===== src/hw/rtl/gasp_pkg.sv =====
package gasp_pkg;

  // Fixed field widths of the transaction payloads.
  localparam int COORD_W = 6;
  localparam int INDEX_W = 12;
  localparam int LEN_W = 13;
  localparam int CFG_IDX_W = 3;
  localparam int CFG_DATA_W = 7;

  // Step costs of the 8-connected move set.
  localparam int STEP_STRAIGHT = 10;
  localparam int STEP_DIAG = 14;

  typedef enum logic [1:0] {
    CMD_LOAD  = 2'd0,
    CMD_RUN   = 2'd1,
    CMD_READ  = 2'd2,
    CMD_SPARE = 2'd3
  } command_e;

  typedef enum logic [1:0] {
    STAT_OK    = 2'd0,
    STAT_FOUND = 2'd1,
    STAT_NONE  = 2'd2
  } status_e;

  typedef enum logic [CFG_IDX_W-1:0] {
    CFG_START_ROW   = 3'd0,
    CFG_START_COL   = 3'd1,
    CFG_GOAL_ROW    = 3'd2,
    CFG_GOAL_COL    = 3'd3,
    CFG_ROWS_IN_USE = 3'd4,
    CFG_COLS_IN_USE = 3'd5
  } cfg_reg_e;

  // Row and column offsets of the eight directions. Direction d and 7 - d are opposite.
  localparam logic signed [1:0] DIR_ROW [8] = '{
    -2'sd1, -2'sd1, -2'sd1, 2'sd0, 2'sd0, 2'sd1, 2'sd1, 2'sd1
  };
  localparam logic signed [1:0] DIR_COL [8] = '{
    -2'sd1, 2'sd0, 2'sd1, -2'sd1, 2'sd1, -2'sd1, 2'sd0, 2'sd1
  };

  typedef struct packed {
    command_e             command;
    logic [COORD_W-1:0]   cell_row;
    logic [COORD_W-1:0]   cell_col;
    logic                 blocked;
    logic [INDEX_W-1:0]   path_index;
  } in_item_t;

  typedef struct packed {
    status_e              status;
    logic [LEN_W-1:0]     path_length;
    logic [COORD_W-1:0]   path_row;
    logic [COORD_W-1:0]   path_col;
  } out_item_t;

  // Operations the controller asks of the datapath in each cycle.
  typedef struct packed {
    logic occ_clr;
    logic capture;
    logic load_wr;
    logic res_ack;
    logic read_issue;
    logic res_read;
    logic run_init;
    logic res_nopath;
    logic clr_wr;
    logic start_wr;
    logic scan_init;
    logic scan_step;
    logic cur_close;
    logic nb_read;
    logic nb_heur;
    logic nb_write;
    logic dir_inc;
    logic walk_init;
    logic walk_read;
    logic walk_step_n;
    logic walk2_init;
    logic path_wr;
    logic walk_step_k;
    logic res_found;
    logic out_load;
  } dp_cmd_t;

  // Conditions the datapath reports back to the controller.
  typedef struct packed {
    command_e command;
    logic     occ_clear_last;
    logic     out_of_area;
    logic     clear_last;
    logic     heur_done;
    logic     scan_last;
    logic     best_found;
    logic     best_is_goal;
    logic     nb_in_range;
    logic     nb_update;
    logic     dir_last;
    logic     walk_at_start;
    logic     k_is_one;
    logic     out_free;
  } dp_stat_t;

  function automatic logic is_diag(logic [2:0] d);
    return (DIR_ROW[d] != 2'sd0) && (DIR_COL[d] != 2'sd0);
  endfunction

endpackage


===== src/hw/rtl/gasp_ctrl.sv =====
// Controller: sequences each transaction through the datapath.
module gasp_ctrl
  import gasp_pkg::*;
(
  input  logic     clk_i,
  input  logic     rst_ni,
  input  logic     in_valid_i,
  output logic     in_stall_o,
  output dp_cmd_t  cmd_o,
  input  dp_stat_t stat_i
);

  typedef enum logic [18:0] {
    S_IDLE       = 19'h00001,
    S_DISPATCH   = 19'h00002,
    S_READ_WAIT  = 19'h00004,
    S_CLEAR      = 19'h00008,
    S_INIT_START = 19'h00010,
    S_SCAN_PREP  = 19'h00020,
    S_SCAN       = 19'h00040,
    S_SCAN_END   = 19'h00080,
    S_DECIDE     = 19'h00100,
    S_NB_ADDR    = 19'h00200,
    S_NB_EVAL    = 19'h00400,
    S_NB_HEUR    = 19'h00800,
    S_NB_NEXT    = 19'h01000,
    S_WALK_CHK   = 19'h02000,
    S_WALK_STEP  = 19'h04000,
    S_PATH_WR    = 19'h08000,
    S_PATH_STEP  = 19'h10000,
    S_RESP       = 19'h20000,
    S_OCC_CLEAR  = 19'h40000
  } state_e;

  state_e state_q, state_d;

  always_ff @(posedge clk_i or negedge rst_ni) begin
    if (!rst_ni) begin
      state_q <= S_OCC_CLEAR;
    end else begin
      state_q <= state_d;
    end
  end

  // Next state and datapath operations.
  always_comb begin
    cmd_o = '0;
    state_d = state_q;
    unique case (state_q)
      S_OCC_CLEAR: begin
        cmd_o.occ_clr = 1'b1;
        if (stat_i.occ_clear_last) state_d = S_IDLE;
      end
      S_IDLE: begin
        if (in_valid_i) begin
          cmd_o.capture = 1'b1;
          state_d = S_DISPATCH;
        end
      end
      S_DISPATCH: begin
        unique case (stat_i.command)
          CMD_LOAD: begin
            cmd_o.load_wr = 1'b1;
            cmd_o.res_ack = 1'b1;
            state_d = S_RESP;
          end
          CMD_READ: begin
            cmd_o.read_issue = 1'b1;
            state_d = S_READ_WAIT;
          end
          CMD_RUN: begin
            cmd_o.run_init = 1'b1;
            if (stat_i.out_of_area) begin
              cmd_o.res_nopath = 1'b1;
              state_d = S_RESP;
            end else begin
              state_d = S_CLEAR;
            end
          end
          CMD_SPARE: begin
            cmd_o.res_ack = 1'b1;
            state_d = S_RESP;
          end
          default: state_d = S_RESP;
        endcase
      end
      S_READ_WAIT: begin
        cmd_o.res_read = 1'b1;
        state_d = S_RESP;
      end
      S_CLEAR: begin
        cmd_o.clr_wr = 1'b1;
        if (stat_i.clear_last) state_d = S_INIT_START;
      end
      S_INIT_START: begin
        if (stat_i.heur_done) begin
          cmd_o.start_wr = 1'b1;
          state_d = S_SCAN_PREP;
        end
      end
      S_SCAN_PREP: begin
        cmd_o.scan_init = 1'b1;
        state_d = S_SCAN;
      end
      S_SCAN: begin
        cmd_o.scan_step = 1'b1;
        if (stat_i.scan_last) state_d = S_SCAN_END;
      end
      S_SCAN_END: begin
        state_d = S_DECIDE;
      end
      S_DECIDE: begin
        if (!stat_i.best_found) begin
          cmd_o.res_nopath = 1'b1;
          state_d = S_RESP;
        end else if (stat_i.best_is_goal) begin
          cmd_o.walk_init = 1'b1;
          state_d = S_WALK_CHK;
        end else begin
          cmd_o.cur_close = 1'b1;
          state_d = S_NB_ADDR;
        end
      end
      S_NB_ADDR: begin
        if (stat_i.nb_in_range) begin
          cmd_o.nb_read = 1'b1;
          state_d = S_NB_EVAL;
        end else begin
          state_d = S_NB_NEXT;
        end
      end
      S_NB_EVAL: begin
        if (stat_i.nb_update) begin
          cmd_o.nb_heur = 1'b1;
          state_d = S_NB_HEUR;
        end else begin
          state_d = S_NB_NEXT;
        end
      end
      S_NB_HEUR: begin
        if (stat_i.heur_done) begin
          cmd_o.nb_write = 1'b1;
          state_d = S_NB_NEXT;
        end
      end
      S_NB_NEXT: begin
        cmd_o.dir_inc = 1'b1;
        state_d = stat_i.dir_last ? S_SCAN_PREP : S_NB_ADDR;
      end
      S_WALK_CHK: begin
        if (stat_i.walk_at_start) begin
          cmd_o.walk2_init = 1'b1;
          state_d = S_PATH_WR;
        end else begin
          cmd_o.walk_read = 1'b1;
          state_d = S_WALK_STEP;
        end
      end
      S_WALK_STEP: begin
        cmd_o.walk_step_n = 1'b1;
        state_d = S_WALK_CHK;
      end
      S_PATH_WR: begin
        cmd_o.path_wr = 1'b1;
        if (stat_i.k_is_one) begin
          cmd_o.res_found = 1'b1;
          state_d = S_RESP;
        end else begin
          cmd_o.walk_read = 1'b1;
          state_d = S_PATH_STEP;
        end
      end
      S_PATH_STEP: begin
        cmd_o.walk_step_k = 1'b1;
        state_d = S_PATH_WR;
      end
      S_RESP: begin
        if (stat_i.out_free) begin
          cmd_o.out_load = 1'b1;
          state_d = S_IDLE;
        end
      end
      default: state_d = S_IDLE;
    endcase
  end

  assign in_stall_o = (state_q != S_IDLE);

endmodule


===== config.mk =====
export PLATFORM = sky130hd
export DESIGN_NAME = gasp_ctrl
export DESIGN_NICKNAME = d
export VERILOG_FILES = /design/src/hw/rtl/gasp_pkg.sv /design/src/hw/rtl/gasp_ctrl.sv
export SDC_FILE = /design/constraint.sdc
export NUM_CORES = 1
export LEC_CHECK = 0
export BUFFER_PORTS_ARGS = -buffer_cell sky130_fd_sc_hd__buf_4
export CORE_MARGIN = 2
export CORE_UTILIZATION = 35
export CTS_CLUSTER_DIAMETER = 50
export DETAILED_ROUTE_END_ITERATION = 8
export HOLD_SLACK_MARGIN = 0.12
export PLACE_DENSITY_LB_ADDON = 0.12
export SYNTH_ARGS = -nofsm -noshare
export SYNTH_HDL_FRONTEND = slang
export SYNTH_SLANG_ARGS = --single-unit

===== constraint.sdc =====
create_clock -name clk_i -period 4.2 [get_ports clk_i]
set_input_delay 0.21 -clock clk_i [delete_from_list [all_inputs] [get_ports clk_i]]
set_output_delay 0.21 -clock clk_i [all_outputs]
set_load 0.05 [all_outputs]

==> results by group, run 1 <==
Global route
  – First-pass GRT wire length: 6.35 mm
  – Largest net degree at the start of global routing: 20
  – Total grt overflow: 0
  – Vias in the first global route: 1399
  – Antenna violations before repair: 0
  – Overall routing resource usage: 18.1%

Worst hold path
  – Hold Path Class: primary input to register
  – Min-delay src: stat_i[11]

Routing
  – Avg WL per Cell: 14.8 um
  – Vias per cell: 5.39
  – Vias: 1413
  – First-pass iteration count of the detailed router: 4
  – Initial DRC count: 71
  – DRT Wirelength: 3.89 mm
  – Antenna-violating nets left: 0
  – DRC viols: 0

Power and ir drop
  – Pwr Density: 353 nW/um^2
  – Pleak: 0.000931 uW
  – Max VDD drop: 0.371 mV

Place
  – Input/output buffers: 43
  – Dpl cells: 254
  – Placed inst area: 1800 um^2
  – Gp weighted congestion: 0.869
  – Hpwl dp: 3.05 mm

CTS
  – Clock Path Buffers: 2
  – Sink Count: 19
  – Clk_lat worst skew: 0.26 ns
  – CTS tree: done
  – Root buf cell: clkbuf_8
  – Number of gates resized after cts: 0
  – Total CTS buffers: 3
  – Htree depth: 1
  – Reg clk slew, reported paths: 0.08 ns
  – Hold Buf Count CTS: 3
  – Post-CTS setup buffer count: 0

Synthesis
  – Top cells by area, synth: dfrtp_1 (31%), nor4_1 (4.8%), nor4_4 (4.4%)
  – Yosys top cell area share: 31.3%
  – Count of different cell masters after synthesis: 48
  – Cell Area, Synth: 1440 um^2
  – Post-Syn Instances: 164
  – Async S/R FF share, synth: 100%
  – YS warnings: 0
  – Synthesized Nets: 186
  – Syn Area/Cell: 8.78 um^2
  – EDFF count, synth: 0
  – Area leader, netlist: dfrtp_1
  – Post-synthesis register bit count: 19
  – Top FF cell, synth: dfrtp_1
  – Sequential area share after synthesis: 33.1%

STA
  – RSZ-0062 raised after global routing: false
  – Tmin final: 2.84 ns
  – Max transition margin: 57.8%
  – Final period utilization: 67.6%
  – Pins Over Slew Limit: 0
  – Fin Hold WS: 0.147 ns
  – Worst-Margin Slew: 0.624 ns
  – # setup viols final: 0
  – FMAX: 352 MHz
  – Final Skew: 0.00798 ns
  – TNS Setup: 0 ns
  – Final Hold Vio Count: 0

Worst setup path
  – Data required, critical path: 3.99 ns
  – Startpoint types: register
  – R2r setup slk: 1.63 ns
  – FF-to-FF Start: state_q[4]
  – Crit path launch: state_q[4]
  – CP Class: register to primary output
  – CP max FO: 7
  – Critical Path End Type: primary output
  – CP arrival: 2.63 ns

Cells and area
  – Largest Register: state_q
  – Largest regs: state_q x19
  – Layout area overhead: 31.2%
  – Ant. Diodes: 0
  – Design Area, Final: 1890 um^2
  – Max reg flops: 19
  – Most frequent cells in the layout: buf_4 (43), dfrtp_1 (18), nor2_1 (16)
  – Leading cell type in the layout, fill and taps excluded: buf_4
  – Layout Cells excl Fill: 262
  – Share of cells above drive strength 1: 30.7%
  – Final #Nets: 235

Floorplan
  – I/O pins: 44
  – Die height: 68.1 um
  – Die width: 68.1 um
  – Num rows: 23
  – Die area: 4640 um^2
  – Initial Utilization: 36.3%
  – CORE AREA: 3970 um^2

Run status
  – Status: finished, final reports clean

Job
  – Max_cap viols: 0
==> metal layers <==
layer	vias up	global-route usage (%)	part of all wire [%]
met5	-	0	0
met4	0	6.00	1.1
met3	4	3.13	5.4
met2	45	30.0	48
met1	659	23.8	46
li1	705	-	-
==> logic make-up after synthesis <==
family                   after synthesis  share of synthesized area [%]
buffers and inverters                 12                           3.91
AO/OA/AOI/OAI                         22                           10.6
multiplexers                           1                          0.782
flip-flops                            19                           33.1
AND/OR/NAND/NOR                      101                           45.1
XOR/XNOR                               5                           3.04
adder cells (fa/ha/maj)                4                           3.48
==> where the power goes <==
| group | internal (uW) | switching [uW] |
|---|---|---|
| Clock | 65.9 | 62.9 |
| Sequential | 195 | 17.9 |
| Combinational | 116 | 209 |
| Total | 378 | 290 |
==> per-stage QoR <==
step	power, uW	setup WS (ns)	utilization [%]
final	668	1.36	47.6
after global routing	716	1.19	47.6
after CTS	672	1.35	47.3
after detailed placement	537	1.64	45.4
after global placement	532	1.71	45.4
after floorplan	445	0.791	-
==> worst paths after layout <==
path,end,cells after the start
worst max-delay path,cmd_o[1],7
worst min-delay path,state_q[3],2
worst max register to register,state_q[4],6
worst min register to register,state_q[18],2
max in group asynchronous,state_q[18],2
min in group asynchronous,state_q[11],2
==> final cells by class <==
cell class                      count  area [um^2]
Tap cell                           50         62.6
Clock buffer                        3         41.3
Inverter                            9         33.8
Fill cell                         426         2080
Clock inverter                      1         5.00
Sequential cell                    19          477
Timing Repair Buffer               47          363
Multi-Input combinational cell    133          907
==> Yosys cell counts (3+ instances only) <==
library cell,count
or2_2,5
nor4_1,11
nand3_1,5
nor3_1,9
a21oi_1,6
nor2_1,16
nand3b_1,3
xnor2_1,3
or3_1,7
nand2_1,7
ha_1,4
nand2b_1,7
and2_1,5
inv_1,8
nand4_1,5
or4_1,3
o21ai_0,5
dfrtp_1,18
nor4_4,3
==> worst max-delay path, stage by stage (launching register included) <==
cell and delay, ns:
dfrtp_1 0.47, nor4_4 0.51, nand4_2 0.19, or3_1 0.38
or3b_4 0.43, inv_2 0.06, and2_2 0.14, buf_4 0.19
No activity file was read; power rests on OpenSTA's default activity.
==> run 2, diff against run 1 <==
==> constraint.sdc (replaced) <==
create_clock -name clk_i -period 2.9 [get_ports clk_i]
set_input_delay 0.145 -clock clk_i [delete_from_list [all_inputs] [get_ports clk_i]]
set_output_delay 0.145 -clock clk_i [all_outputs]
set_load 0.05 [all_outputs]
==> results by group, run 2 (synthesized netlist as in run 1, its figures left out) <==
Routing
  – DRC viols: 0 (unchanged)
  – Vias: 1448 (was 1413)
  – M1 wire length: 1.79 mm (was 1.78 mm)
  – Antenna-violating nets left: 0 (unchanged)
  – WL met2: 1.90 mm (was 1.86 mm)
  – Max Used Layer: met4 (unchanged)
  – Vias per cell: 5.42 (was 5.39)
  – Avg WL per Cell: 14.7 um (was 14.8 um)
  – DRT Wirelength: 3.92 mm (was 3.89 mm)
  – Initial DRC count: 56 (was 71)
  – First-pass iteration count of the detailed router: 4 (unchanged)
  – Met3 routed WL: 184 um (was 211 um)

CTS
  – Root buf cell: clkbuf_8 (unchanged)
  – CTS tree: done (unchanged)
  – Sink Count: 19 (unchanged)
  – Htree depth: 1 (unchanged)
  – Clock Path Buffers: 2 (unchanged)
  – Total CTS buffers: 3 (unchanged)
  – Reg clk slew, reported paths: 0.07 ns (was 0.08 ns)
  – Clk_lat worst skew: 0.26 ns (about the same)

Global route
  – Largest net degree at the start of global routing: 20 (unchanged)
  – First-pass GRT wire length: 6.41 mm (was 6.35 mm)
  – Antenna violations before repair: 0 (unchanged)
  – Total grt overflow: 0 (unchanged)
  – Overall routing resource usage: 18.4% (was 18.1%)
  – Vias in the first global route: 1425 (was 1399)

Place
  – Input/output buffers: 43 (unchanged)
  – Dpl cells: 255 (was 254)
  – Hpwl dp: 3.05 mm (about the same)
  – Gp weighted congestion: 0.834 (was 0.869)
  – Placed inst area: 1830 um^2 (was 1800 um^2)

Cells and area
  – Area of the multi-input gates: 946 um^2 (was 907 um^2)
  – Most frequent cells in the layout: buf_4 (46), dfrtp_1 (18), nor2_1 (16) (was buf_4 (43), dfrtp_1 (18), nor2_1 (16))
  – Register area: 477 um^2 (unchanged)
  – Final Util: 49.6% (was 47.6%)
  – Largest Register: state_q (unchanged)
  – Max reg flops: 19 (unchanged)
  – Leading cell type in the layout, fill and taps excluded: buf_4 (unchanged)
  – Layout area overhead: 36.8% (was 31.2%)
  – Share of cells above drive strength 1: 32.7% (was 30.7%)
  – Largest regs: state_q x19 (unchanged)
  – Fill cell count: 398 (was 426)
  – Design Area, Final: 1970 um^2 (was 1890 um^2)
  – Layout Cells excl Fill: 267 (was 262)
  – Final #Nets: 240 (was 235)
  – Ant. Diodes: 0 (unchanged)

STA
  – Final Hold Vio Count: 0 (unchanged)
  – TNS Setup: 0 ns (unchanged)
  – # setup viols final: 0 (unchanged)
  – Pins Over Slew Limit: 0 (unchanged)
  – Worst-Margin Slew: 0.480 ns (was 0.624 ns)
  – Tmin final: 2.75 ns
  – RSZ-0062 raised after global routing: false (unchanged)
  – Final Skew: 0.00332 ns (was 0.00798 ns)
  – Final period utilization: 94.9%
  – Max transition margin: 67.7% (was 57.8%)
  – FMAX: 363 MHz
  – Fin Hold WS: 0.150 ns (was 0.147 ns)

Run status
  – Status: finished, final reports clean (unchanged)

Floorplan
  – CORE AREA: 3970 um^2 (unchanged)
  – I/O pins: 44 (unchanged)
  – Die area: 4640 um^2 (unchanged)
  – Die height: 68.1 um (unchanged)
  – Initial Utilization: 36.3% (unchanged)
  – Num rows: 23 (unchanged)
  – Die width: 68.1 um (unchanged)

Worst setup path
  – CP max FO: 7 (unchanged)
  – Worst path slowest cell: nor4_4 (unchanged)
  – Max stage delay on crit path: 0.48 ns (was 0.51 ns)
  – Critical Path, Cell by Cell: nor4_4 > nand4_2 > or3_1 > or3b_4 > inv_2 > and2_2 > buf_4 (unchanged)
  – R2R cell count: 6 (unchanged)
  – Data required, critical path: 2.76 ns (was 3.99 ns)
  – Critical Path End Type: primary output (unchanged)
  – CP arrival: 2.61 ns (was 2.63 ns)
  – Startpoint types: register (unchanged)
  – CP Class: register to primary output (unchanged)

Worst hold path
  – Hold Path Class: primary input to register (unchanged)
  – Worst hold path depth: 3 (was 2)

Power and ir drop
  – Max VDD drop: 0.452 mV (was 0.371 mV)
  – Pleak: 0.000959 uW (was 0.000931 uW)
  – Pwr Density: 508 nW/um^2 (was 353 nW/um^2)

Job
  – Max_cap viols: 0 (unchanged)
[run 2: layer usage]
layer  vias to the layer above  track usage (%)
met2                        36             30.9
met1                       690             24.6
met3                         6             3.13
li1                        716                -
met4                         0             4.50
met5                         -                0
[run 2: worst max-delay path: cells and delay by family, from the launching register on]
family	cells	cell delay (ns)
and+or+nand+nor	5	1.63
DFF	1	0.47
buffers and inverters	2	0.25
[run 2: power breakdown]
group	total, uW	internal (uW)	switching (uW)
logic	499	189	310
clock network	187	97.7	89.5
registers	315	283	31.7
total	1000	570	431
[run 2: worst paths after layout]
| check | slack [ns] | to | from |
|---|---|---|---|
| setup / recovery | 0.15 | cmd_o[1] | state_q[4] |
| hold / removal | 0.15 | state_q[1] | in_valid_i |
| setup reg to reg | 0.41 | state_q[4] | state_q[12] |
| hold reg to reg | 0.57 | state_q[18] | state_q[18] |
| max in group asynchronous | 2.33 | state_q[18] | rst_ni |
| min in group asynchronous | 0.30 | state_q[10] | rst_ni |
[run 2: layout make-up]
cell class / count / area share [%]
inverter: 9 / 1.72
clock buffer: 4 / 2.29
sequential: 19 / 24.2
tap: 50 / 3.18
timing repair buffer: 52 / 20.6
multi-input combinational: 133 / 48.0
[run 2: per-stage QoR]
stage	setup slack (ns)	total power, uW
4_1_cts	0.0844	998
3_3_place_gp	0.435	791
6_report	0.148	1000
2_1_floorplan	0.0220	651
5_1_grt	0.00231	1080
3_5_place_dp	0.379	798
[run 2: what timing repair did]
item,CTS,global route
hold buffers,6,0
gates resized for setup,0,2
setup buffers,0,2
setup endpoints to repair,0,2
hold endpoints to repair,24,0
